File: src/hdl/lav_pkg.sv
// ----------------------------------------------------------------------------
// lav_pkg: shared types and constants of the look-at view matrix block
// Fixed-point formats, the job and result records passed between the front,
// core and output stages, and the state encodings of the sequencers.
// ----------------------------------------------------------------------------
`default_nettype none

package lav_pkg;

	localparam int IN_FRAC_BITS  = 8;
	localparam int OUT_FRAC_BITS = 16;
	localparam int NORM_BITS     = 24;

	localparam int COORD_W = 16;                        // Q7.8 input coordinate
	localparam int DIFF_W  = COORD_W + 1;               // eye - target
	localparam int UVEC_W  = OUT_FRAC_BITS + 2;         // normalized component
	localparam int OPND_W  = UVEC_W;                    // multiplier operand
	localparam int PROD_W  = 2 * OPND_W;
	localparam int ACC_W   = PROD_W + 1;                // cross and dot sums
	localparam int SQ_W    = 2 * NORM_BITS;
	localparam int LEN2_W  = SQ_W + 2;
	localparam int ROOT_W  = LEN2_W / 2;
	localparam int QUO_W   = OUT_FRAC_BITS + 1;
	localparam int NUM_W   = NORM_BITS + OUT_FRAC_BITS + 1;
	localparam int ELEM_W  = 32;
	localparam int IN_DATA_W  = 9 * COORD_W;
	localparam int OUT_DATA_W = 136;

	typedef logic signed [COORD_W-1:0] coord_t;
	typedef logic signed [DIFF_W-1:0]  diff_t;
	typedef logic signed [UVEC_W-1:0]  uvec_t;
	typedef logic signed [ACC_W-1:0]   acc_t;

	typedef struct packed {
		coord_t [2:0] eye;
		diff_t  [2:0] d;
		coord_t [2:0] up;
	} job_t;

	typedef struct packed {
		uvec_t [2:0] u;
		uvec_t [2:0] v;
		uvec_t [2:0] n;
		acc_t  [2:0] t;     // dot products of each row with the eye point
		logic        deg;
	} res_t;

	typedef enum logic [2:0] {
		N_IDLE,
		N_SHIFT,
		N_SQ,
		N_SQRT,
		N_DLOAD,
		N_DIV,
		N_DONE
	} norm_state_t;

	typedef enum logic [3:0] {
		C_IDLE,
		C_NORM_D,
		C_CROSS_U,
		C_NORM_U,
		C_CROSS_V,
		C_NORM_V,
		C_DOT,
		C_LOAD
	} core_state_t;

endpackage

`default_nettype wire

File: src/hdl/lav_out.sv
// ----------------------------------------------------------------------------
// lav_out: result bank and row emitter
// Holds one finished matrix, rounds and saturates the translations, and
// sends the four rows one transaction at a time.
// ----------------------------------------------------------------------------
`default_nettype none

module lav_out (
	input  wire logic          clk,
	input  wire logic          arst_n,
	input  wire logic          load,
	input  wire lav_pkg::res_t res,
	output logic               free,
	output logic               m_tvalid,
	input  wire logic          m_tready,
	output logic [1:0]         row_index,
	output logic [lav_pkg::ELEM_W-1:0] elem [4],
	output logic               degenerate,
	output logic               last_row
);

	localparam int EW = lav_pkg::ELEM_W;

	logic                full_q;
	logic [1:0]          row_q;
	lav_pkg::uvec_t      rot_q [3][3];
	logic [EW-1:0]       tr_q [3];
	logic                deg_q;

	function automatic logic [EW-1:0] round_sat(input lav_pkg::acc_t s);
		logic signed [lav_pkg::ACC_W:0] t;
		logic [lav_pkg::ACC_W:0]        mg, mr;
		t  = -(lav_pkg::ACC_W+1)'(s);
		mg = t[lav_pkg::ACC_W] ? (lav_pkg::ACC_W+1)'(0) - t : t;
		mr = (mg + (lav_pkg::ACC_W+1)'(1 << (lav_pkg::IN_FRAC_BITS - 1)))
			>> lav_pkg::IN_FRAC_BITS;
		if (t[lav_pkg::ACC_W]) begin
			if (mr > (lav_pkg::ACC_W+1)'(64'h8000_0000)) return {1'b1, (EW-1)'(0)};
			return EW'(0) - mr[EW-1:0];
		end
		if (mr > (lav_pkg::ACC_W+1)'(64'h7FFF_FFFF)) return {1'b0, {(EW-1){1'b1}}};
		return mr[EW-1:0];
	endfunction

	assign free       = !full_q;
	assign m_tvalid   = full_q;
	assign row_index  = row_q;
	assign degenerate = deg_q;
	assign last_row   = (row_q == 2'd3);

	always_comb begin
		for (int i = 0; i < 4; i++) elem[i] = '0;
		if (row_q == 2'd3) begin
			elem[3] = EW'(1) << lav_pkg::OUT_FRAC_BITS;
		end else if (!deg_q) begin
			for (int i = 0; i < 3; i++) elem[i] = EW'(rot_q[row_q][i]);
			elem[3] = tr_q[row_q];
		end
	end

	always_ff @(posedge clk or negedge arst_n) begin
		if (!arst_n) begin
			full_q <= 1'b0;
			row_q  <= 2'd0;
		end else if (load && !full_q) begin
			full_q <= 1'b1;
			row_q  <= 2'd0;
		end else if (m_tvalid && m_tready) begin
			row_q <= row_q + 2'd1;
			if (row_q == 2'd3) full_q <= 1'b0;
		end
	end

	always_ff @(posedge clk) begin
		if (load && !full_q) begin
			for (int i = 0; i < 3; i++) begin
				rot_q[0][i] <= res.u[i];
				rot_q[1][i] <= res.v[i];
				rot_q[2][i] <= res.n[i];
				tr_q[i]     <= round_sat(res.t[i]);
			end
			deg_q <= res.deg;
		end
	end

endmodule

`default_nettype wire

File: config.mk
export PLATFORM = sky130hd
export DESIGN_NAME = lav_out
export DESIGN_NICKNAME = d
export VERILOG_FILES = /design/src/hdl/lav_pkg.sv /design/src/hdl/lav_out.sv
export SDC_FILE = /design/constraint.sdc
export NUM_CORES = 1
export LEC_CHECK = 0
export BUFFER_PORTS_ARGS = -buffer_cell sky130_fd_sc_hd__clkbuf_2
export CORE_ASPECT_RATIO = 1.5
export CORE_MARGIN = 8
export CORE_UTILIZATION = 62
export CTS_CLUSTER_DIAMETER = 40
export DETAILED_ROUTE_END_ITERATION = 10
export PLACE_DENSITY = 0.95
export SYNTH_ARGS = -nofsm -noshare
export SYNTH_HDL_FRONTEND = slang
export SYNTH_SLANG_ARGS = --single-unit
export TNS_END_PERCENT = 50
File: constraint.sdc
create_clock -name clk -period 31.4 [get_ports clk]
set_input_delay 6.28 -clock clk [delete_from_list [all_inputs] [get_ports clk]]
set_output_delay 6.28 -clock clk [all_outputs]
set_load 0.05 [all_outputs]
# Word level (Yosys, flattened, before mapping)
# Memory sizes are Yosys's and may differ from the RTL's.
# Cells that the tools add are included.
# Widths: inputs -> output; s select.
# totals
mem_count	2
elab_cells	89
inputBits	278
register_bits	4
output_inout_bits	134
mem_bits_rw	258
# classes
add_sub_neg	13
mux	58
magnitude_cmp	6
n_eq_ne	1
reduce_logical	6
# memory_table
memory	words	word_bits	read_ports	rd_clocked_by_memory_dff	write_ports	line_no	text
rot_q	3	54	1	0	3	lav_out.sv:26	lav_pkg::uvec_t rot_q [3][3];
tr_q	3	32	1	0	3	lav_out.sv:27	logic [EW-1:0] tr_q [3];
# ops
cell	n
$mux 32	22
$mux 128	1
$add 38x8->38 const B	3
$mux 38	3
$neg 37->38	3
$sub 1x38->38 const A	3
$gt 30x32->1 const B	3
$mux 96	1
$gt 30x31->1 const B	3
$sub 1x30->31 const A	3
$mux 1	29
$mux 2	2
$reduce_bool 2->1	2
$add 2x1->2 const B	1
$eq 2x2->1 const B	1
$logic_and 1x1->1	2
$reduce_and 2->1	1
$logic_not 1->1	1

# Logic depth before layout (Yosys ltp)
# Gate-level depths: netlist (run 1).
# depth
depth_word	14
depth_mapped	25
ltp_nobuf	20

# Worst setup path after synthesis (run 1)
# OpenSTA, ideal clock, no wires.
# synth_path
kind	input to register
start	input load
end	register deg_q (netlist: degenerate) (enable)
setup_time_ns	0.902
stages	1
setup_slack_ns	13.203
arrival_ns	17.296
path_cell_list	nor2b_1
# synth_via
elab_chain_cells	1
# synth_rtl
item	line_no	text
from (decl)	lav_out.sv:11	input wire logic load,
$logic_and 1x1->1	lav_out.sv:75	if (load && !full_q) begin
to (signal assigned)	lav_out.sv:82	deg_q <= res.deg;
to (decl)	lav_out.sv:28	logic deg_q;
# No other way between the ends.
# A chain may end at the register's enable or synchronous reset.

==> qor_table.md, run 1 <==
| Item | Value |
| --- | --- |
| Number of maximum-capacitance violations | 0 |
| Crit Path Max Fanout | 11 |
| Buffers from clock root to sink, at most | 3 |
| Clock tree from TritonCTS | built |
| Clock latency reported for the late side of the worst-skew pair | 0.55 ns |
| Detailed-route wire length per cell | 22.5 um |
| Final routed wirelength across all metal layers | 76400 um |
| Worst Setup Start Kind | input port |
| Detail-routed via count per cell | 6.59 |
| Instance count after placement with tap cells included | 3336 |
| Syn nets | 2905 |
| Iteration-0 DRC Markers | 2203 |
| Status | finished clean |
| Final-report hold violation count | 0 |
| Number of placed I/O pins | 412 |
| Avg Inst Size Synth | 8.64 um^2 |
| Grt ovf | 0 |
| Number of remaining DRC errors | 0 |
| Tightest Pin Transition | 1.19 ns |
| Class of the most critical hold timing path | reg2reg |
| Net count reported at finish | 3178 |
| Vias | 22400 |
| Non-filler cells in the finished layout | 3397 |
| Fill count | 2733 |
| Beginning of the worst register-to-register path | m_tvalid |
| Worst Skew | 0.00979 ns |
| Setup fix buffers added after clock tree synthesis | 0 |
| Total number of placement rows | 85 |
| Worst rel slew slack | 0.209 |
| Post-CTS Hold Fix Bufs | 0 |
| Final Wtd Congestion | 0.971 |
| Global-route wire length before repair | 116000 um |
| Area Overhead vs Synth | 13.2% |
| HPWL after detailed placement | 59100 um |
| Share of the clock period used by the worst path after layout | 0.380 |
| Number of antenna violations at the first check in global routing | 7 |
| Register bit total from synthesis | 259 |
| Shortest clock period the worst path allows after layout | 11.94 ns |
| Overall die area | 42900 um^2 |
| CTS Sinks | 259 |
| Required time of the critical path | 31.68 ns |
| EDFF count, synth | 256 |
| CP startpoint | res[5] |
| Source of the worst hold timing path | m_tvalid |
| Number of setup violations in the final report | 0 |
| Yosys Warn Count | 0 |
| RSZ-0062 raised after global routing | no |
| Via count of the first global-routing pass | 21200 |
| CTS Root Buffer Type | sky130_fd_sc_hd__clkbuf_16 |
| H-tree levels | 1 |
| Proportion of register bits with asynchronous set or reset after synthesis | 0.0116 |
| Worst Hold Margin | 0.731 ns |
| Fraction of the yosys area taken by sequential cells | 0.343 |
| Cell count after synthesis | 2616 |
| Horizontal die dimension | 172 um |
| Total clock buffers created by CTS | 29 |
| Synth Flop Type | sky130_fd_sc_hd__edfxtp_1 |
| Worst EP arrival | 12.21 ns |
| Vertical die dimension | 250 um |
| Max-slew violations | 0 |
| Gates resized, CTS repair | 0 |
| Final ANT Viol Nets | 0 |
| Leakage power summed over all cells | 8.95 nW |
| Category of the worst setup path capture point | flip-flop |
| Ratio of cells with drive above 1 in the final layout | 0.186 |
| Initial standard-cell utilization of the core | 0.629 |
| Fmax | 0.0838 GHz |
| Maximum resistive drop on vdd | 0.0000652 V |
| Total iterations of the first detailed-routing run | 7 |
| Largest net degree at the start of global routing | 102 |
| Total negative setup slack | 0 ns |
| Placeable core area | 35900 um^2 |
| Total global routing track utilization | 0.335 |
| CTS clk-pin slew, worst paths | 0.07 ns |
| Synth cell types | 100 |
| # port buffers | 411 |
| Power density over cell area | 59.2 nW/um^2 |
| Setup CP Type | in2reg |
| Netlist area before placement | 22600 um^2 |
==> where the power goes <==
part	switching (mW)	total (mW)	leakage (nW)	internal, mW
sequential	0.0396	0.473	2.35	0.434
combinational	0.512	0.692	6.11	0.180
clock	0.150	0.349	0.490	0.200
total	0.702	1.52	8.95	0.814
==> worst paths after layout <==
path / end / slack, ns / cells after the start
setup / recovery: tr_q[0][30] / 19.46 / 15
hold / removal: row_index[0] / 0.73 / 2
setup reg to reg: tr_q[1][22] / 28.55 / 3
hold reg to reg: row_index[0] / 0.73 / 2
max in group asynchronous: row_index[1] / 25.75 / 1
min in group asynchronous: row_index[0] / 5.51 / 1
==> placed cells by master (no fill, tap or decap), types with 20 or more instances in the layout <==
cell / instances
sky130_fd_sc_hd__clkbuf_2: 411
sky130_fd_sc_hd__nor2_1: 344
sky130_fd_sc_hd__edfxtp_1: 256
sky130_fd_sc_hd__xnor2_1: 236
sky130_fd_sc_hd__a21oi_1: 181
sky130_fd_sc_hd__nand2_1: 147
sky130_fd_sc_hd__xor2_1: 115
sky130_fd_sc_hd__nor3_1: 107
sky130_fd_sc_hd__mux2i_1: 97
sky130_fd_sc_hd__nand3_1: 78
sky130_fd_sc_hd__nor4_1: 77
sky130_fd_sc_hd__o21ai_0: 74
sky130_fd_sc_hd__nand4_1: 58
sky130_fd_sc_hd__or4_1: 55
sky130_fd_sc_hd__a31oi_1: 44
sky130_fd_sc_hd__or3_1: 41
sky130_fd_sc_hd__o31ai_1: 35
sky130_fd_sc_hd__and2_1: 32
sky130_fd_sc_hd__inv_1: 29
sky130_fd_sc_hd__clkbuf_16: 29
sky130_fd_sc_hd__nand2b_1: 24
sky130_fd_sc_hd__buf_4: 21
sky130_fd_sc_hd__o211ai_1: 20
==> metrics by stage <==
step	utilization	power [mW]	setup slack, ns	cell area, um^2
after floorplan	-	1.02	13.20	22600
after global placement	0.683	1.14	19.27	24600
after detailed placement	0.683	1.16	19.06	24600
after CTS	0.711	1.51	19.58	25600
after global routing	0.712	1.57	18.92	25600
final	0.712	1.52	19.46	25600
==> final cells by class <==
type                    instances  area (um^2)  area share
multi-input cells            2137        13900       0.542
flip-flops and latches        259         7770       0.304
repair buffers                432         2210      0.0865
clock buffers                  29          726      0.0284
well taps                     478          598      0.0234
clock inverters                25          280      0.0110
inverters                      30          113     0.00440
diodes                          7         17.5    0.000685
==> logic make-up (layout without fill, tap and decap cells) <==
group                    count (synthesis)  count (layout)  share of synthesized area
adder cells (fa/ha/maj)                 11              11                    0.00609
AND/OR/NAND/NOR                       1111            1111                      0.259
AO/OA/AOI/OAI                          560             560                      0.164
XOR/XNOR                               351             351                      0.136
buffers and inverters                  220             516                     0.0447
multiplexers                           104             104                     0.0464
flip-flops                             259             259                      0.343
other                                    0               7                          0
==> critical path, stage by stage <==
cell and delay, ns:
sky130_fd_sc_hd__clkbuf_2 0.12, sky130_fd_sc_hd__nor3_1 0.75, sky130_fd_sc_hd__nand4_1 0.48, sky130_fd_sc_hd__or4_1 0.60, sky130_fd_sc_hd__or4b_1 0.52, sky130_fd_sc_hd__a32oi_1 0.71, sky130_fd_sc_hd__and4_1 0.38, sky130_fd_sc_hd__a21oi_1 0.12
sky130_fd_sc_hd__xor2_1 0.28, sky130_fd_sc_hd__or4_1 0.64, sky130_fd_sc_hd__nor4_1 0.62, sky130_fd_sc_hd__a21o_1 0.22, sky130_fd_sc_hd__nand2_1 0.13, sky130_fd_sc_hd__nor3_1 0.26, sky130_fd_sc_hd__nor2_1 0.08
==> cell usage after synthesis, types with 15 or more instances <==
| library cell | number | share of area |
|---|---|---|
| sky130_fd_sc_hd__a21oi_1 | 181 | 0.040 |
| sky130_fd_sc_hd__nand4_1 | 58 | 0.016 |
| sky130_fd_sc_hd__or2_2 | 15 | 0.0042 |
| sky130_fd_sc_hd__buf_4 | 43 | 0.014 |
| sky130_fd_sc_hd__and2_1 | 32 | 0.0089 |
| sky130_fd_sc_hd__buf_1 | 22 | 0.0037 |
| sky130_fd_sc_hd__edfxtp_1 | 256 | 0.34 |
| sky130_fd_sc_hd__nor2_1 | 344 | 0.057 |
| sky130_fd_sc_hd__nand3_1 | 78 | 0.017 |
| sky130_fd_sc_hd__xor2_1 | 115 | 0.045 |
| sky130_fd_sc_hd__clkbuf_1 | 117 | 0.019 |
| sky130_fd_sc_hd__a31oi_1 | 44 | 0.012 |
| sky130_fd_sc_hd__nor3_1 | 107 | 0.024 |
| sky130_fd_sc_hd__nor4_1 | 78 | 0.022 |
| sky130_fd_sc_hd__o211ai_1 | 20 | 0.0066 |
| sky130_fd_sc_hd__and4_1 | 19 | 0.0074 |
| sky130_fd_sc_hd__or3_1 | 41 | 0.011 |
| sky130_fd_sc_hd__o31a_1 | 15 | 0.0058 |
| sky130_fd_sc_hd__nor2b_1 | 16 | 0.0044 |
| sky130_fd_sc_hd__o21ai_1 | 17 | 0.0038 |
| sky130_fd_sc_hd__and3_1 | 16 | 0.0044 |
| sky130_fd_sc_hd__nand2_1 | 147 | 0.024 |
| sky130_fd_sc_hd__xnor2_1 | 236 | 0.091 |
| sky130_fd_sc_hd__o31ai_1 | 35 | 0.012 |
| sky130_fd_sc_hd__or4_1 | 55 | 0.018 |
| sky130_fd_sc_hd__nand2b_1 | 24 | 0.0066 |
| sky130_fd_sc_hd__o21ai_0 | 74 | 0.016 |
| sky130_fd_sc_hd__mux2i_1 | 97 | 0.043 |
| sky130_fd_sc_hd__inv_1 | 29 | 0.0048 |
==> metal layers <==
layer	vias up	global-route usage	wire length [um]
met1	10500	0.355	26500
met5	-	0	0
met2	1246	0.601	38500
met4	0	0.216	5430
li1	10400	-	-
met3	291	0.0504	6060
==> sequential cells by signal, indices dropped and copies added (netlist names) <==
register	cells
degenerate	1
tr_q	93
rot_q	162
m_tvalid	1
row_index	2
Note: power is estimated with default switching activity, not from simulation.
==> run 2, diff against run 1 <==
--- a/config.mk
+++ b/config.mk
@@ -8,10 +8,10 @@
 export BUFFER_PORTS_ARGS = -buffer_cell sky130_fd_sc_hd__clkbuf_2
 export CORE_ASPECT_RATIO = 1.5
 export CORE_MARGIN = 8
-export CORE_UTILIZATION = 62
+export CORE_UTILIZATION = 58
 export CTS_CLUSTER_DIAMETER = 40
 export DETAILED_ROUTE_END_ITERATION = 10
-export PLACE_DENSITY = 0.95
+export PLACE_DENSITY = 0.94
 export SYNTH_ARGS = -nofsm -noshare
 export SYNTH_HDL_FRONTEND = slang
 export SYNTH_SLANG_ARGS = --single-unit
==> constraint.sdc (replaced) <==
create_clock -name clk -period 11.4 [get_ports clk]
set_input_delay 2.28 -clock clk [delete_from_list [all_inputs] [get_ports clk]]
set_output_delay 2.28 -clock clk [all_outputs]
set_load 0.05 [all_outputs]
==> run 2 against run 1 <==
Compared with the run above:
- global-route usage is 2.5 points lower
- critical path depth is 5 higher
- routed wire length is 1.3% lower
- utilization is 5.0 points lower
- non-clock buffer count is 1 higher
- clock power is 140% higher
- register-to-register slack worse by 20 ns
- critical path type unchanged
==> qor_table.md, run 2 (same netlist as run 1, synthesis figures left out) <==
| Item | Value | Delta |
| --- | --- | --- |
| Worst EP arrival | 8.98 ns | -3.23 ns |
| Fmax | 0.115 GHz |  |
| Gates resized, CTS repair | 0 | unchanged |
| Worst Setup Start Kind | input port |  |
| Required time of the critical path | 11.71 ns | -19.97 ns |
| Number of maximum-capacitance violations | 0 | unchanged |
| RSZ-0062 raised after global routing | no |  |
| Category of the worst setup path capture point | flip-flop |  |
| Number of setup violations in the final report | 0 | unchanged |
| Maximum resistive drop on vdd | 0.000268 V | +310% |
| Power density over cell area | 159 nW/um^2 | +170% |
| Status | finished clean |  |
| CTS Sinks | 259 | unchanged |
| Register ranked first by flip-flop count | rot_q |  |
| Max incr delay on CP | 1.05 ns | +0.30 ns |
| Total number of placement rows | 88 | +3.5% |
| Total global routing track utilization | 0.310 | -0.0249 |
| Total negative setup slack | 0 ns | unchanged |
| CTS Root Buffer Type | sky130_fd_sc_hd__clkbuf_16 |  |
| Share of the clock period used by the worst path after layout | 0.761 |  |
| Total iterations of the first detailed-routing run | 8 | +1 |
| Crit Path Max Fanout | 13 | +2 |
| Net count reported at finish | 3175 | -0.094% |
| Horizontal die dimension | 177 um | +3.1% |
| Fill count | 3039 | +11% |
| # port buffers | 411 | unchanged |
| Total clock buffers created by CTS | 25 | -14% |
| Initial standard-cell utilization of the core | 0.588 | -0.0406 |
| Number of antenna violations at the first check in global routing | 7 | unchanged |
| Tightest Pin Transition | 1.29 ns | +0.0996 ns |
| Setup CP Type | in2reg |  |
| Grt ovf | 0 | unchanged |
| Vias | 22400 | -0.0045% |
| Global-route wire length before repair | 116000 um | about the same |
| Max-slew violations | 0 | unchanged |
| Number of remaining DRC errors | 0 | unchanged |
| Worst setup slack after placement | 2.37 ns | -16.69 ns |
| HPWL after detailed placement | 58500 um | -1.1% |
| Cells along the critical path | clkbuf_2 > inv_1 > ha_1 > nor4b_1 > a32oi_1 > nor2_1 > a21oi_1 > xnor2_1 > inv_1 > ha_1 > inv_1 > a21oi_1 > nand2_1 > or3_1 > nor3_1 > mux2_2 > nand4_1 > nor2b_1 > a31oi_1 > xnor2_1 |  |
| Worst setup margin | 2.73 ns | -16.74 ns |
| Class of the most critical hold timing path | reg2reg |  |
| Clock tree from TritonCTS | built |  |
| Via count of the first global-routing pass | 21800 | +2.7% |
| Flip-flop count of the largest register after layout | 162 | unchanged |
| Shortest clock period the worst path allows after layout | 8.68 ns |  |
| Setup fix buffers added after clock tree synthesis | 0 | unchanged |
| Worst Skew | 0.0122 ns | +0.00240 ns |
| H-tree levels | 1 | unchanged |
| Most used cells in the layout excluding fill and tap cells | sky130_fd_sc_hd__clkbuf_2, sky130_fd_sc_hd__nor2_1, sky130_fd_sc_hd__edfxtp_1 |  |
| Detailed-route wire length per cell | 22.1 um | -1.6% |
| Clock latency reported for the late side of the worst-skew pair | 0.56 ns | about the same |
| Final routed wirelength across all metal layers | 75400 um | -1.3% |
| Final core occ | 0.662 | -0.0496 |
| Largest net degree at the start of global routing | 91 | -11% |
| Detail-routed via count per cell | 6.57 | -0.30% |
| Footprint of the multi-input gates | 13900 um^2 | unchanged |
| Number of placed I/O pins | 412 | unchanged |
| Buffers from clock root to sink, at most | 3 | unchanged |
| Final Wtd Congestion | 0.963 | -0.82% |
| Vertical die dimension | 258 um | +3.2% |
| Final ANT Viol Nets | 0 | unchanged |
| Most common library cell in the layout ignoring fill and taps | sky130_fd_sc_hd__clkbuf_2 |  |
| Iteration-0 DRC Markers | 2283 | +3.6% |
| Leakage power summed over all cells | 8.87 nW | -0.89% |
| Ratio of cells with drive above 1 in the final layout | 0.185 | -0.00162 |
| Overall die area | 45700 um^2 | +6.3% |
| Placeable core area | 38400 um^2 | +6.9% |
| Storage element area | 7770 um^2 | unchanged |
| Critical-path top delay cell | sky130_fd_sc_hd__nor4b_1 |  |
| CTS clk-pin slew, worst paths | 0.07 ns | about the same |
| Worst rel slew slack | 0.131 | -0.0785 |
| Area Overhead vs Synth | 12.6% |  |
| Post-CTS Hold Fix Bufs | 0 | unchanged |
| Final-report hold violation count | 0 | unchanged |
| Most common cell on crit path | sky130_fd_sc_hd__inv_1 |  |
| Reg-to-reg setup timing slack | 8.79 ns | -19.76 ns |
-- run 2: cell count changes in the layout (fill, tap and decap cells not counted), sizes merged --
cell,change
clkinv,-7
clkbuf,-1
bufinv,-2
clkinvlp,+1
buf,+1
inv,+1
-- run 2: area by class of cell --
class                   count  share of cell area
diodes                      7            0.000688
clock buffers              28              0.0250
clock inverters            18             0.00792
inverters                  30             0.00442
multi-input cells        2137               0.545
flip-flops and latches    259               0.305
well taps                 495              0.0243
repair buffers            433              0.0873
-- run 2: per-stage QoR --
stage / std cells / power (mW) / hold slack, ns / cell area (um^2)
2_1_floorplan: 2616 / 2.78 / 0.809 / 22600
3_3_place_gp: 3354 / 3.15 / 0.632 / 24600
3_5_place_dp: 3354 / 3.20 / 0.663 / 24600
4_1_cts: 3400 / 4.05 / 0.674 / 25400
5_1_grt: 3407 / 4.22 / 0.735 / 25400
6_report: 3407 / 4.06 / 0.683 / 25400
-- run 2: path summary, 6_finish.rpt --
check | endpoint | start | depth (start not counted)
max | tr_q[2][26] | res[75] | 20
min | m_tvalid | m_tvalid | 1
max reg2reg | rot_q[1][38] | m_tvalid | 3
min reg2reg | m_tvalid | m_tvalid | 1
max in group asynchronous | row_index[1] | arst_n | 1
min in group asynchronous | m_tvalid | arst_n | 1
-- run 2: report_power, final --
group | total [mW] | internal, mW | switching [mW]
combinational | 1.91 | 0.497 | 1.41
clock | 0.851 | 0.448 | 0.403
sequential | 1.30 | 1.19 | 0.108
total | 4.06 | 2.14 | 1.92
-- run 2: worst max-delay path, delay by kind of cell --
family	cells	cell delay, ns
compound gates	4	1.30
fa+ha+maj	2	0.42
simple gates	7	3.84
xor+xnor	2	0.42
buf+inv	4	0.40
mux	1	0.30
-- run 2: metal layers --
| metal | share of wire | wire length (um) | track usage |
|---|---|---|---|
| met3 | 0.073 | 5480 | 0.0427 |
| met4 | 0.068 | 5140 | 0.203 |
| met5 | 0 | 0 | 0 |
| met2 | 0.51 | 38600 | 0.563 |
| met1 | 0.35 | 26300 | 0.327 |
