[src/hdl/lav_pkg.sv]
// ----------------------------------------------------------------------------
// lav_pkg: shared types and constants of the look-at view matrix block
// Fixed-point formats, the job and result records passed between the front,
// core and output stages, and the state encodings of the sequencers.
// ----------------------------------------------------------------------------
`default_nettype none

package lav_pkg;

	localparam int IN_FRAC_BITS  = 8;
	localparam int OUT_FRAC_BITS = 16;
	localparam int NORM_BITS     = 24;

	localparam int COORD_W = 16;                        // Q7.8 input coordinate
	localparam int DIFF_W  = COORD_W + 1;               // eye - target
	localparam int UVEC_W  = OUT_FRAC_BITS + 2;         // normalized component
	localparam int OPND_W  = UVEC_W;                    // multiplier operand
	localparam int PROD_W  = 2 * OPND_W;
	localparam int ACC_W   = PROD_W + 1;                // cross and dot sums
	localparam int SQ_W    = 2 * NORM_BITS;
	localparam int LEN2_W  = SQ_W + 2;
	localparam int ROOT_W  = LEN2_W / 2;
	localparam int QUO_W   = OUT_FRAC_BITS + 1;
	localparam int NUM_W   = NORM_BITS + OUT_FRAC_BITS + 1;
	localparam int ELEM_W  = 32;
	localparam int IN_DATA_W  = 9 * COORD_W;
	localparam int OUT_DATA_W = 136;

	typedef logic signed [COORD_W-1:0] coord_t;
	typedef logic signed [DIFF_W-1:0]  diff_t;
	typedef logic signed [UVEC_W-1:0]  uvec_t;
	typedef logic signed [ACC_W-1:0]   acc_t;

	typedef struct packed {
		coord_t [2:0] eye;
		diff_t  [2:0] d;
		coord_t [2:0] up;
	} job_t;

	typedef struct packed {
		uvec_t [2:0] u;
		uvec_t [2:0] v;
		uvec_t [2:0] n;
		acc_t  [2:0] t;     // dot products of each row with the eye point
		logic        deg;
	} res_t;

	typedef enum logic [2:0] {
		N_IDLE,
		N_SHIFT,
		N_SQ,
		N_SQRT,
		N_DLOAD,
		N_DIV,
		N_DONE
	} norm_state_t;

	typedef enum logic [3:0] {
		C_IDLE,
		C_NORM_D,
		C_CROSS_U,
		C_NORM_U,
		C_CROSS_V,
		C_NORM_V,
		C_DOT,
		C_LOAD
	} core_state_t;

endpackage

`default_nettype wire

[src/hdl/lav_norm.sv]
// ----------------------------------------------------------------------------
// lav_norm: iterative vector normalizer
// Scales the magnitudes so the largest has 24 significant bits, sums the
// squares on one multiplier, takes a bit-pair square root and divides each
// component by the length with a restoring divider.
// ----------------------------------------------------------------------------
`default_nettype none

module lav_norm (
	input  wire logic          clk,
	input  wire logic          arst_n,
	input  wire logic          start,
	input  wire lav_pkg::acc_t c [3],
	output logic               done,
	output lav_pkg::uvec_t     o [3],
	output logic               zero
);

	localparam int MAG_W = lav_pkg::ACC_W;
	localparam int NB    = lav_pkg::NORM_BITS;

	lav_pkg::norm_state_t state_q, state_d;

	logic [MAG_W-1:0]            m_q [3];
	logic [MAG_W-1:0]            big_q;
	logic                        neg_q [3];
	logic [1:0]                  cnt_q;
	logic [4:0]                  it_q;
	logic [lav_pkg::SQ_W-1:0]    sq_s1;
	logic [lav_pkg::LEN2_W-1:0]  len2_q, x_q;
	logic [lav_pkg::ROOT_W-1:0]  root_q;
	logic [lav_pkg::ROOT_W+1:0]  srem_q;
	logic [lav_pkg::ROOT_W:0]    drem_q;
	logic [lav_pkg::QUO_W-1:0]   rnum_q, quo_q;
	lav_pkg::uvec_t              o_q [3];
	logic                        zero_q;

	logic [MAG_W-1:0]            mag [3];
	logic [MAG_W-1:0]            big;
	logic [lav_pkg::ROOT_W+2:0]  rem2, trial;
	logic [lav_pkg::ROOT_W:0]    drem2;
	logic                        qbit;
	logic [lav_pkg::QUO_W-1:0]   quo_n;
	logic [lav_pkg::NUM_W-1:0]   num;

	always_comb begin
		for (int i = 0; i < 3; i++) begin
			mag[i] = c[i][MAG_W-1] ? MAG_W'(0) - MAG_W'(c[i]) : MAG_W'(c[i]);
		end
		big = mag[0];
		if (mag[1] > big) big = mag[1];
		if (mag[2] > big) big = mag[2];
		rem2  = {srem_q[lav_pkg::ROOT_W:0], x_q[lav_pkg::LEN2_W-1 -: 2]};
		trial = {1'b0, root_q, 2'b01};
		drem2 = {drem_q[lav_pkg::ROOT_W-1:0], rnum_q[lav_pkg::QUO_W-1]};
		qbit  = (drem2 >= {1'b0, root_q});
		quo_n = {quo_q[lav_pkg::QUO_W-2:0], qbit};
		num   = lav_pkg::NUM_W'({m_q[cnt_q][NB-1:0], lav_pkg::OUT_FRAC_BITS'(0)})
			+ lav_pkg::NUM_W'(root_q >> 1);
	end

	// Next state.
	always_comb begin
		state_d = state_q;
		case (state_q)
			lav_pkg::N_IDLE: begin
				if (start) state_d = (big == '0) ? lav_pkg::N_DONE : lav_pkg::N_SHIFT;
			end
			lav_pkg::N_SHIFT: begin
				if (big_q[MAG_W-1:NB] == '0 && big_q[NB-1]) state_d = lav_pkg::N_SQ;
			end
			lav_pkg::N_SQ: begin
				if (cnt_q == 2'd3) state_d = lav_pkg::N_SQRT;
			end
			lav_pkg::N_SQRT: begin
				if (it_q == 5'(lav_pkg::ROOT_W - 1)) state_d = lav_pkg::N_DLOAD;
			end
			lav_pkg::N_DLOAD: state_d = lav_pkg::N_DIV;
			lav_pkg::N_DIV: begin
				if (it_q == 5'(lav_pkg::QUO_W - 1)) begin
					state_d = (cnt_q == 2'd2) ? lav_pkg::N_DONE : lav_pkg::N_DLOAD;
				end
			end
			lav_pkg::N_DONE: state_d = lav_pkg::N_IDLE;
			default: state_d = lav_pkg::N_IDLE;
		endcase
	end

	// Outputs.
	always_comb begin
		done = (state_q == lav_pkg::N_DONE);
		zero = zero_q;
		for (int i = 0; i < 3; i++) o[i] = o_q[i];
	end

	always_ff @(posedge clk or negedge arst_n) begin
		if (!arst_n) begin
			state_q <= lav_pkg::N_IDLE;
		end else begin
			state_q <= state_d;
		end
	end

	always_ff @(posedge clk) begin
		case (state_q)
			lav_pkg::N_IDLE: begin
				if (start) begin
					for (int i = 0; i < 3; i++) begin
						m_q[i]   <= mag[i];
						neg_q[i] <= c[i][MAG_W-1];
						o_q[i]   <= '0;
					end
					big_q  <= big;
					zero_q <= (big == '0);
				end
			end
			lav_pkg::N_SHIFT: begin
				// One bit a cycle; a right shift truncates just as one wide shift would.
				if (big_q[MAG_W-1:NB] != '0) begin
					big_q <= big_q >> 1;
					for (int i = 0; i < 3; i++) m_q[i] <= m_q[i] >> 1;
				end else if (!big_q[NB-1]) begin
					big_q <= big_q << 1;
					for (int i = 0; i < 3; i++) m_q[i] <= m_q[i] << 1;
				end else begin
					cnt_q  <= 2'd0;
					len2_q <= '0;
				end
			end
			lav_pkg::N_SQ: begin
				if (cnt_q != 2'd3) begin
					sq_s1 <= m_q[cnt_q][NB-1:0] * m_q[cnt_q][NB-1:0];
				end
				if (cnt_q != 2'd0) len2_q <= len2_q + lav_pkg::LEN2_W'(sq_s1);
				if (cnt_q == 2'd3) begin
					x_q    <= len2_q + lav_pkg::LEN2_W'(sq_s1);
					root_q <= '0;
					srem_q <= '0;
					it_q   <= '0;
				end
				cnt_q <= cnt_q + 2'd1;
			end
			lav_pkg::N_SQRT: begin
				if (rem2 >= trial) begin
					srem_q <= (lav_pkg::ROOT_W+2)'(rem2 - trial);
					root_q <= {root_q[lav_pkg::ROOT_W-2:0], 1'b1};
				end else begin
					srem_q <= rem2[lav_pkg::ROOT_W+1:0];
					root_q <= {root_q[lav_pkg::ROOT_W-2:0], 1'b0};
				end
				x_q   <= x_q << 2;
				it_q  <= it_q + 5'd1;
				cnt_q <= 2'd0;
			end
			lav_pkg::N_DLOAD: begin
				drem_q <= (lav_pkg::ROOT_W+1)'(num[lav_pkg::NUM_W-1:lav_pkg::QUO_W]);
				rnum_q <= num[lav_pkg::QUO_W-1:0];
				quo_q  <= '0;
				it_q   <= '0;
			end
			lav_pkg::N_DIV: begin
				drem_q <= qbit ? drem2 - {1'b0, root_q} : drem2;
				rnum_q <= rnum_q << 1;
				quo_q  <= quo_n;
				it_q   <= it_q + 5'd1;
				if (it_q == 5'(lav_pkg::QUO_W - 1)) begin
					o_q[cnt_q] <= neg_q[cnt_q] ? lav_pkg::UVEC_W'(0) - lav_pkg::UVEC_W'(quo_n)
					                           : lav_pkg::UVEC_W'(quo_n);
					cnt_q <= cnt_q + 2'd1;
				end
			end
			default: ;
		endcase
	end

endmodule

`default_nettype wire

[src/hdl/lav_core.sv]
// ----------------------------------------------------------------------------
// lav_core: back-end sequencer
// Takes one job from the front queue and works through normalize, cross
// product and dot product steps on a shared multiplier and the normalizer.
// ----------------------------------------------------------------------------
`default_nettype none

module lav_core (
	input  wire logic          clk,
	input  wire logic          arst_n,
	input  wire logic          job_valid,
	output logic               job_ready,
	input  wire lav_pkg::job_t job,
	output logic               res_valid,
	input  wire logic          res_ready,
	output lav_pkg::res_t      res
);

	lav_pkg::core_state_t state_q, state_d;

	lav_pkg::coord_t eye_q [3];
	lav_pkg::coord_t up_q  [3];
	lav_pkg::diff_t  d_q   [3];
	lav_pkg::uvec_t  n_q [3], u_q [3], v_q [3];
	lav_pkg::acc_t   cr_q [3], t_q [3];
	logic            deg_q;
	logic            norm_run_q;
	logic [1:0]      grp_q, sub_q;
	logic            iss_done_q;

	logic signed [lav_pkg::PROD_W-1:0] prod_s1;
	logic            mvld_s1, mfirst_s1, mstore_s1, msub_s1;
	logic [1:0]      mgrp_s1;
	lav_pkg::acc_t   acc_q, sum;

	logic            norm_go, norm_done, norm_zero;
	lav_pkg::acc_t   norm_in [3];
	lav_pkg::uvec_t  norm_out [3];
	logic            mac_state, is_dot, last_sub, issue;
	logic [1:0]      ja, kb;
	logic signed [lav_pkg::OPND_W-1:0] opa, opb;
	lav_pkg::uvec_t  rowv [3];

	function automatic logic [1:0] cross_j(input logic [1:0] g);
		case (g)
			2'd0:    return 2'd1;
			2'd1:    return 2'd2;
			default: return 2'd0;
		endcase
	endfunction

	function automatic logic [1:0] cross_k(input logic [1:0] g);
		case (g)
			2'd0:    return 2'd2;
			2'd1:    return 2'd0;
			default: return 2'd1;
		endcase
	endfunction

	lav_norm u_norm (
		.clk    (clk),
		.arst_n (arst_n),
		.start  (norm_go),
		.c      (norm_in),
		.done   (norm_done),
		.o      (norm_out),
		.zero   (norm_zero)
	);

	// Next state.
	always_comb begin
		state_d = state_q;
		case (state_q)
			lav_pkg::C_IDLE:    if (job_valid) state_d = lav_pkg::C_NORM_D;
			lav_pkg::C_NORM_D:  if (norm_done) state_d = lav_pkg::C_CROSS_U;
			lav_pkg::C_CROSS_U: if (iss_done_q && !mvld_s1) state_d = lav_pkg::C_NORM_U;
			lav_pkg::C_NORM_U:  if (norm_done) state_d = lav_pkg::C_CROSS_V;
			lav_pkg::C_CROSS_V: if (iss_done_q && !mvld_s1) state_d = lav_pkg::C_NORM_V;
			lav_pkg::C_NORM_V:  if (norm_done) state_d = lav_pkg::C_DOT;
			lav_pkg::C_DOT:     if (iss_done_q && !mvld_s1) state_d = lav_pkg::C_LOAD;
			lav_pkg::C_LOAD:    if (res_ready) state_d = lav_pkg::C_IDLE;
			default:            state_d = lav_pkg::C_IDLE;
		endcase
	end

	// Outputs and operand selection.
	always_comb begin
		job_ready = (state_q == lav_pkg::C_IDLE);
		res_valid = (state_q == lav_pkg::C_LOAD);
		norm_go   = !norm_run_q && (state_q == lav_pkg::C_NORM_D ||
			state_q == lav_pkg::C_NORM_U || state_q == lav_pkg::C_NORM_V);
		for (int i = 0; i < 3; i++) begin
			norm_in[i] = (state_q == lav_pkg::C_NORM_D) ? lav_pkg::ACC_W'(d_q[i]) : cr_q[i];
			res.u[i] = u_q[i];
			res.v[i] = v_q[i];
			res.n[i] = n_q[i];
			res.t[i] = t_q[i];
		end
		res.deg = deg_q;
		rowv = u_q;
		case (grp_q)
			2'd0:    rowv = u_q;
			2'd1:    rowv = v_q;
			default: rowv = n_q;
		endcase
		is_dot    = (state_q == lav_pkg::C_DOT);
		mac_state = is_dot || state_q == lav_pkg::C_CROSS_U || state_q == lav_pkg::C_CROSS_V;
		last_sub  = is_dot ? (sub_q == 2'd2) : (sub_q == 2'd1);
		issue     = mac_state && !iss_done_q;
		ja = (sub_q == 2'd0) ? cross_j(grp_q) : cross_k(grp_q);
		kb = (sub_q == 2'd0) ? cross_k(grp_q) : cross_j(grp_q);
		if (is_dot) begin
			opa = rowv[sub_q];
			opb = lav_pkg::OPND_W'(eye_q[sub_q]);
		end else if (state_q == lav_pkg::C_CROSS_U) begin
			opa = lav_pkg::OPND_W'(up_q[ja]);
			opb = lav_pkg::OPND_W'(d_q[kb]);
		end else begin
			opa = n_q[ja];
			opb = u_q[kb];
		end
		if (mfirst_s1) sum = lav_pkg::ACC_W'(prod_s1);
		else if (msub_s1) sum = acc_q - lav_pkg::ACC_W'(prod_s1);
		else sum = acc_q + lav_pkg::ACC_W'(prod_s1);
	end

	always_ff @(posedge clk or negedge arst_n) begin
		if (!arst_n) begin
			state_q    <= lav_pkg::C_IDLE;
			norm_run_q <= 1'b0;
			grp_q      <= 2'd0;
			sub_q      <= 2'd0;
			iss_done_q <= 1'b0;
			mvld_s1    <= 1'b0;
		end else begin
			state_q <= state_d;
			if (norm_go) norm_run_q <= 1'b1;
			else if (norm_done) norm_run_q <= 1'b0;
			mvld_s1 <= issue;
			if (issue) begin
				if (last_sub) begin
					sub_q <= 2'd0;
					grp_q <= grp_q + 2'd1;
					if (grp_q == 2'd2) iss_done_q <= 1'b1;
				end else begin
					sub_q <= sub_q + 2'd1;
				end
			end else if (!mac_state) begin
				grp_q      <= 2'd0;
				sub_q      <= 2'd0;
				iss_done_q <= 1'b0;
			end else if (!mvld_s1) begin
				grp_q      <= 2'd0;
				iss_done_q <= 1'b0;
			end
		end
	end

	always_ff @(posedge clk) begin
		if (job_valid && job_ready) begin
			for (int i = 0; i < 3; i++) begin
				eye_q[i] <= job.eye[i];
				up_q[i]  <= job.up[i];
				d_q[i]   <= job.d[i];
			end
			deg_q <= 1'b0;
		end else if (norm_done) begin
			deg_q <= deg_q | norm_zero;
		end
		if (norm_done) begin
			case (state_q)
				lav_pkg::C_NORM_D: n_q <= norm_out;
				lav_pkg::C_NORM_U: u_q <= norm_out;
				default:           v_q <= norm_out;
			endcase
		end
		if (issue) begin
			prod_s1   <= opa * opb;
			mfirst_s1 <= (sub_q == 2'd0);
			mstore_s1 <= last_sub;
			msub_s1   <= !is_dot;
			mgrp_s1   <= grp_q;
		end
		if (mvld_s1) begin
			acc_q <= sum;
			if (mstore_s1) begin
				if (is_dot) t_q[mgrp_s1] <= sum;
				else cr_q[mgrp_s1] <= sum;
			end
		end
	end

endmodule

`default_nettype wire

[config.mk]
export PLATFORM = sky130hd
export DESIGN_NAME = lav_core
export DESIGN_NICKNAME = d
export VERILOG_FILES = /design/src/hdl/lav_pkg.sv /design/src/hdl/lav_norm.sv /design/src/hdl/lav_core.sv
export SDC_FILE = /design/constraint.sdc
export NUM_CORES = 2
export LEC_CHECK = 0
export ABC_AREA = 0
export BUFFER_PORTS_ARGS = -buffer_cell sky130_fd_sc_hd__buf_4
export CAP_MARGIN = 0
export CORE_ASPECT_RATIO = 2
export CORE_MARGIN = 4
export CORE_UTILIZATION = 45
export CTS_CLUSTER_SIZE = 16
export DETAILED_ROUTE_END_ITERATION = 12
export PLACE_DENSITY = 0.7
export SYNTH_ARGS = -nofsm -noshare
export SYNTH_HDL_FRONTEND = slang
export SYNTH_HIERARCHICAL = 1
export SYNTH_SLANG_ARGS = --single-unit
[constraint.sdc]
create_clock -name clk -period 17.4 [get_ports clk]
set_input_delay 0 -clock clk [delete_from_list [all_inputs] [get_ports clk]]
set_output_delay 0 -clock clk [all_outputs]
set_load 0.1 [all_outputs]
# After elaboration in Yosys (flattened, before gate mapping)
# Memory sizes are Yosys's and may differ from the RTL's. A register that Yosys moved wholly into a read port is not among the register bits.
# Index checks and enable logic that the tools add are counted.
# W data, S select, Z words.
dict set report op_classes {
  n_reduce_logical 46
  n_eq_ne 43
  mul 2
  n_mux 121
  addsub 14
  bitwise_logic 11
  order_cmp 7
}
# cell count
set op_table {}
lappend op_table {{$mux W37} 19}
lappend op_table {{$mux W18} 12}
lappend op_table {{$mux W50} 4}
lappend op_table {{$pmux W50 S2} 2}
lappend op_table {{$sub A1 B37 Y37 const A} 3}
lappend op_table {{$bmux W18 S2} 3}
lappend op_table {{$pmux W54 S2} 1}
lappend op_table {{$pmux W25 S2} 2}
lappend op_table {{$gt A37 B37 Y1} 2}
lappend op_table {{$pmux W37 S2} 1}
lappend op_table {{$mux W26} 2}
lappend op_table {{$pmux W26 S2} 1}
lappend op_table {{$add A50 B48 Y50} 1}
lappend op_table {{$mux W25} 2}
lappend op_table {{$mul A24 B24 Y48} 1}
lappend op_table {{$add A40 B24 Y41} 1}
lappend op_table {{$add A37 B36 Y37} 1}
lappend op_table {{$logic_not A37 Y1} 1}
lappend op_table {{$sub A37 B36 Y37} 1}
lappend op_table {{$mul A18 B18 Y36} 1}
lappend op_table {{$pmux W17 S2} 1}
lappend op_table {{$mux W1} 33}
lappend op_table {{$mux W2} 16}
lappend op_table {{$mux W4} 8}
lappend op_table {{50 further kinds} 125}
dict set report totals {
  memories 8
  wordCells 288
  mem_bits_rw 537
  register_bits 557
  out_inout_bits 276
}
# name depth word_bits rd rd_ports_with_merged_regs write_ports line_no
set mem_list {}
lappend mem_list {cr_q 3 37 3 0 1 lav_core.sv:25} ;# lav_pkg::acc_t cr_q [3], t_q [3];
lappend mem_list {t_q 3 37 3 0 1 lav_core.sv:25}
lappend mem_list {u_norm.m_q 3 37 4 1 3 lav_norm.sv:24} ;# logic [MAG_W-1:0] m_q [3];
lappend mem_list {u_norm.o_q 3 18 3 0 3 lav_norm.sv:35} ;# lav_pkg::uvec_t o_q [3];
lappend mem_list {d_q 3 17 4 0 3 lav_core.sv:23} ;# lav_pkg::diff_t d_q [3];
lappend mem_list {eye_q 3 16 1 0 3 lav_core.sv:21} ;# lav_pkg::coord_t eye_q [3];
lappend mem_list {{2 more memories} - - - - - -}

# Longest topological paths before layout
dict set report depth {
  word_depth 12
  mapped_depth 48
  ltp_nobuf 36
}

# By module
# The synthesis kept the hierarchy.
# mod area_each_um2 n_inst cells_each
set modules_own_cells {}
lappend modules_own_cells {lav_norm 46211.8 1 4893}
lappend modules_own_cells {lav_core 38818.5 1 3365}

# Worst setup path before layout
# OpenSTA, ideal clock, no wires.
dict set report synth_path {
  path_type {reg-to-reg}
  from {register state_q[2] (netlist name)}
  to {register u_norm.state_q[2]}
  t_arrival_ps 9759
  setup_slack_ps 7575
  path_stages_with_launch 45
  setup_ps 66
  period_less_slack_ps 9825
  required_time_ps 17334
  path_buffers 13
  cell_sequence {dfrtp_1 -> clkbuf_1 -> inv_1 -> nand2_1 -> or2_2 -> clkbuf_1 -> clkbuf_1 -> clkbuf_1 -> nand2_1 -> nand2_1 -> or4_1 -> clkbuf_1 -> or4_4 -> or4_1 -> clkbuf_1 -> nand2_1 -> xor2_1 -> inv_1 -> [9 not listed] -> clkbuf_1 -> clkbuf_1 -> nand2_1 -> o21ai_0 -> ha_1 -> and4_1 -> nor4bb_1 -> a211o_1 -> o31ai_1 -> and2_0 -> clkbuf_1 -> clkbuf_1 -> clkbuf_1 -> a311oi_1 -> nor4b_1 -> nand4_1 -> nor4_4 -> a221o_1}
}
# item line_no
set synth_lines {}
lappend synth_lines {{end signal: assignment} lav_norm.sv:98} ;# state_q <= lav_pkg::N_IDLE;
lappend synth_lines {{end signal: assignment} lav_norm.sv:100} ;# state_q <= state_d;
lappend synth_lines {{end: declaration} lav_norm.sv:22} ;# lav_pkg::norm_state_t state_q, state_d;

==> results.md <==
- Setup_tns: 0 ns
- Finished Layout Cells: about 11000
- Outcome: complete, but fails checks
- First-pass GRT wire length: 462 mm
- Yosys top cell by area: edfxtp_1
- Worst setup path class: flop to flop
- YS warnings: 6
- Clk_lat worst skew: 0.77 ns
- Clock Skews: ~0.054 ns
- Die Ht: 623 um
- Slew Limit Fails: 8
- Library cells used by synthesis: approximately 110
- Post-synth ARST share: 0.0119
- Synth top area cells: edfxtp_1, fa_1, ha_1
- Most frequent cell after synthesis: edfxtp_1
- Most common library cells after synthesis: edfxtp_1, inv_1, nand2_1, nor2_1, fa_1
- Die ar.: 196000 um^2
- Buffers on Ports: ~430
- Vias per inst: slightly below 6
- CTS sink cnt: 1094
- Worst EP required: about 18 ns
- Sequential cell fraction of total power: 0.539
- Largest net degree at the start of global routing: 95
- Post-synthesis sequential area ratio: 0.385
- CP Launch Type: flop
- DR pass1 iterations: 6
- DIE WIDTH: between 300 and 400 um
- Number of DRC markers in iteration 0: around 6400
- Post-synth EDFFs: 1078
- Worst slew pin tran: between 1.5 and 2 ns
- WL final: roughly 320 mm
- Area delta synth->final: 14.5%
- Combinational power share: 0.017
- Slew HR: -0.0299
- GRT overflow: 0
- Switching pwr: 1.13 mW
- Wirelength per Cell: roughly 28 um
- Crit-path max cell delay: 0.93 ns
- CTS tree: yes
- Data arrival, critical path: ~15 ns
- Number of CTS-inserted buffers: just over 100
- Peak VDD IR: 0.0000652 V
- Layout cells sized above 1: 0.0984
- HPWL Detailed: 241 mm
- Top cell by count, worst path: nand2_1
- Yosys top cell area share: 0.381
- Mapped Area: about 85000 um^2
- Pwr dens: 54.3 nW/um^2
- Syn Area/Cell: roughly 10 um^2
- Vias: between 60000 and 70000
- Syn_nets: between 9000 and 10000
- # Post-CTS Setup Buffers: 0
- Sw Ratio: 0.214
- Worst hold margin: 0.00199 ns
- # IOs: ~430
- Vias in the first global route: 70700
- Core Region: 188000 um^2
- Final period util: 0.802
- Site row count: about 230
- Cts hold-fix bufs: 255
- Max stage delay cell, worst path: o31ai_1
- Worst min path class: primary input to flop
- Cells after synthesis: between 8000 and 9000
- Design area: slightly below 100000 um^2
- Initial Util: 0.453
- Leak: ~42 nW
- Clock transition at path regs: 0.07 ns
- Top FF cell, synth: edfxtp_1
- #FFs+latches synth: 1094
- Failing checks: capacitance limit, slew limit
- Int Power: approximately 4.2 mW
- Min Clock Period, post-route: between 10 and 15 ns
- Total track usage: 0.323
- Max-Cap Viols: 3
- Final Hold Fails: 0
- # H-tree levels: 3
- Unrepaired setup endpoints after global routing: no
- Initial antenna violation count: 36
- Fmax: a little over 0.07 GHz
- Final Wtd Congestion: around 1.0
- Power share of the clock group: 0.444
- Post-Place Cell Area: 91300 um^2
- Root Buffer: clkbuf_16
- Dpl cells: 11000
- Post_cts resized: 0
- Antenna-violating nets left: 0
- Setup violators final: 0
- Worst Path Max Fanout: 67
- Nets: 10300
- Crit. End Element: flop
- DRC violations left: 0
- Clk buf depth: 3
metal layers:
layer / global-route usage / up-vias / part of all wire
li1: - / 29300 / -
met5: 0 / - / 0.00062
met2: 0.556 / 3669 / 0.50
met3: 0.0752 / 1450 / 0.079
met1: 0.311 / 33700 / 0.30
met4: 0.312 / 28 / 0.12
registers in the layout, indices dropped and copies added (netlist names), 5 cells and up, named ones only:
register,cells
u_norm/quo_q,16
d_q,51
res,162
u_norm/o_q,54
u_norm/sq_s1,47
u_norm/drem_q,25
cr_q,111
u_norm/it_q,5
up_q,48
u_norm/rnum_q,17
t_q,111
eye_q,48
u_norm/m_q,111
u_norm/x_q,50
u_norm/root_q,25
u_norm/len2_q,50
u_norm/srem_q,26
prod_s1,36
u_norm/big_q,37
acc_q,37
power by group through the flow:
stage          clock, mW  sequential, mW  combinational (mW)
3_3_place_gp           0            2.91              0.0354
5_1_grt             2.49            2.85              0.0891
6_report            2.35            2.85              0.0875
2_1_floorplan          0            2.91            0.000187
3_5_place_dp           0            2.91              0.0350
4_1_cts             2.38            2.85              0.0827
metrics by stage:
stage          setup WS [ns]  power (mW)  utilization
3_5_place_dp            3.96        2.95        0.486
3_3_place_gp            3.88        2.95        0.486
4_1_cts                 3.88        5.31        0.518
5_1_grt                 3.23        5.43        0.518
2_1_floorplan           7.58        2.91            -
6_report                3.44        5.29        0.518
placed cells by master, fill, tap and decap left out, types with 33 or more instances in the layout:
cell,count
inv_1,1053
nand2_1,955
fa_1,760
a21oi_1,405
a211oi_1,33
o21ai_1,60
dlygate4sd3_1,255
nor3_1,65
and3_1,43
clkbuf_16,106
nand2b_1,37
o31ai_1,65
o211ai_1,44
a31oi_1,54
nor2_1,808
o21a_1,57
and2_1,49
xnor2_1,237
o21bai_1,36
xor2_1,133
ha_1,493
o21ai_0,379
nor2b_1,53
edfxtp_1,1078
mux2i_1,106
a21o_1,197
nand3_1,170
buf_4,574
nor4_1,41
nand4_1,76
kinds of logic after synthesis:
| group | share of synthesized area |
|---|---|
| xor+xnor | 0.0383 |
| compound gates | 0.112 |
| buf+inv | 0.0630 |
| flops | 0.385 |
| fa+ha+maj | 0.252 |
| mux | 0.0213 |
| simple gates | 0.128 |
worst max-delay path, delay by kind of cell (launching register included):
family                   cells  cell delay [ns]
AO/OA/AOI/OAI               10             4.39
XOR/XNOR                     1             0.44
adder cells (fa/ha/maj)      2             0.54
buffers and inverters        4             1.33
flip-flops                   1             0.50
AND/OR/NAND/NOR             16             6.59
worst paths after layout:
kind                                   start                end  slack (ns)  depth (start not counted)
min in group asynchronous             arst_n  u_norm/state_q[1]        0.54                          3
hold / removal                      job[106]        eye_q[0][7]       0.002                          2
hold reg to reg            u_norm/o_q[1][11]           res[141]        0.48                          0
max in group asynchronous             arst_n            mvld_s1       16.26                          3
setup reg to reg                  state_q[2]  u_norm/state_q[2]        3.44                         33
setup / recovery                  state_q[2]  u_norm/state_q[2]        3.44                         33
layout make-up:
type	instances	area, um^2
timing repair buffer	829	6860
clock inverter	69	687
antenna	17	42.5
multi-input combinational	5754	47200
fill	16500	90400
sequential	1094	32800
tap	2497	3120
clock buffer	120	2710
inverter	1065	4000
Power figures use the tool's default switching activity.
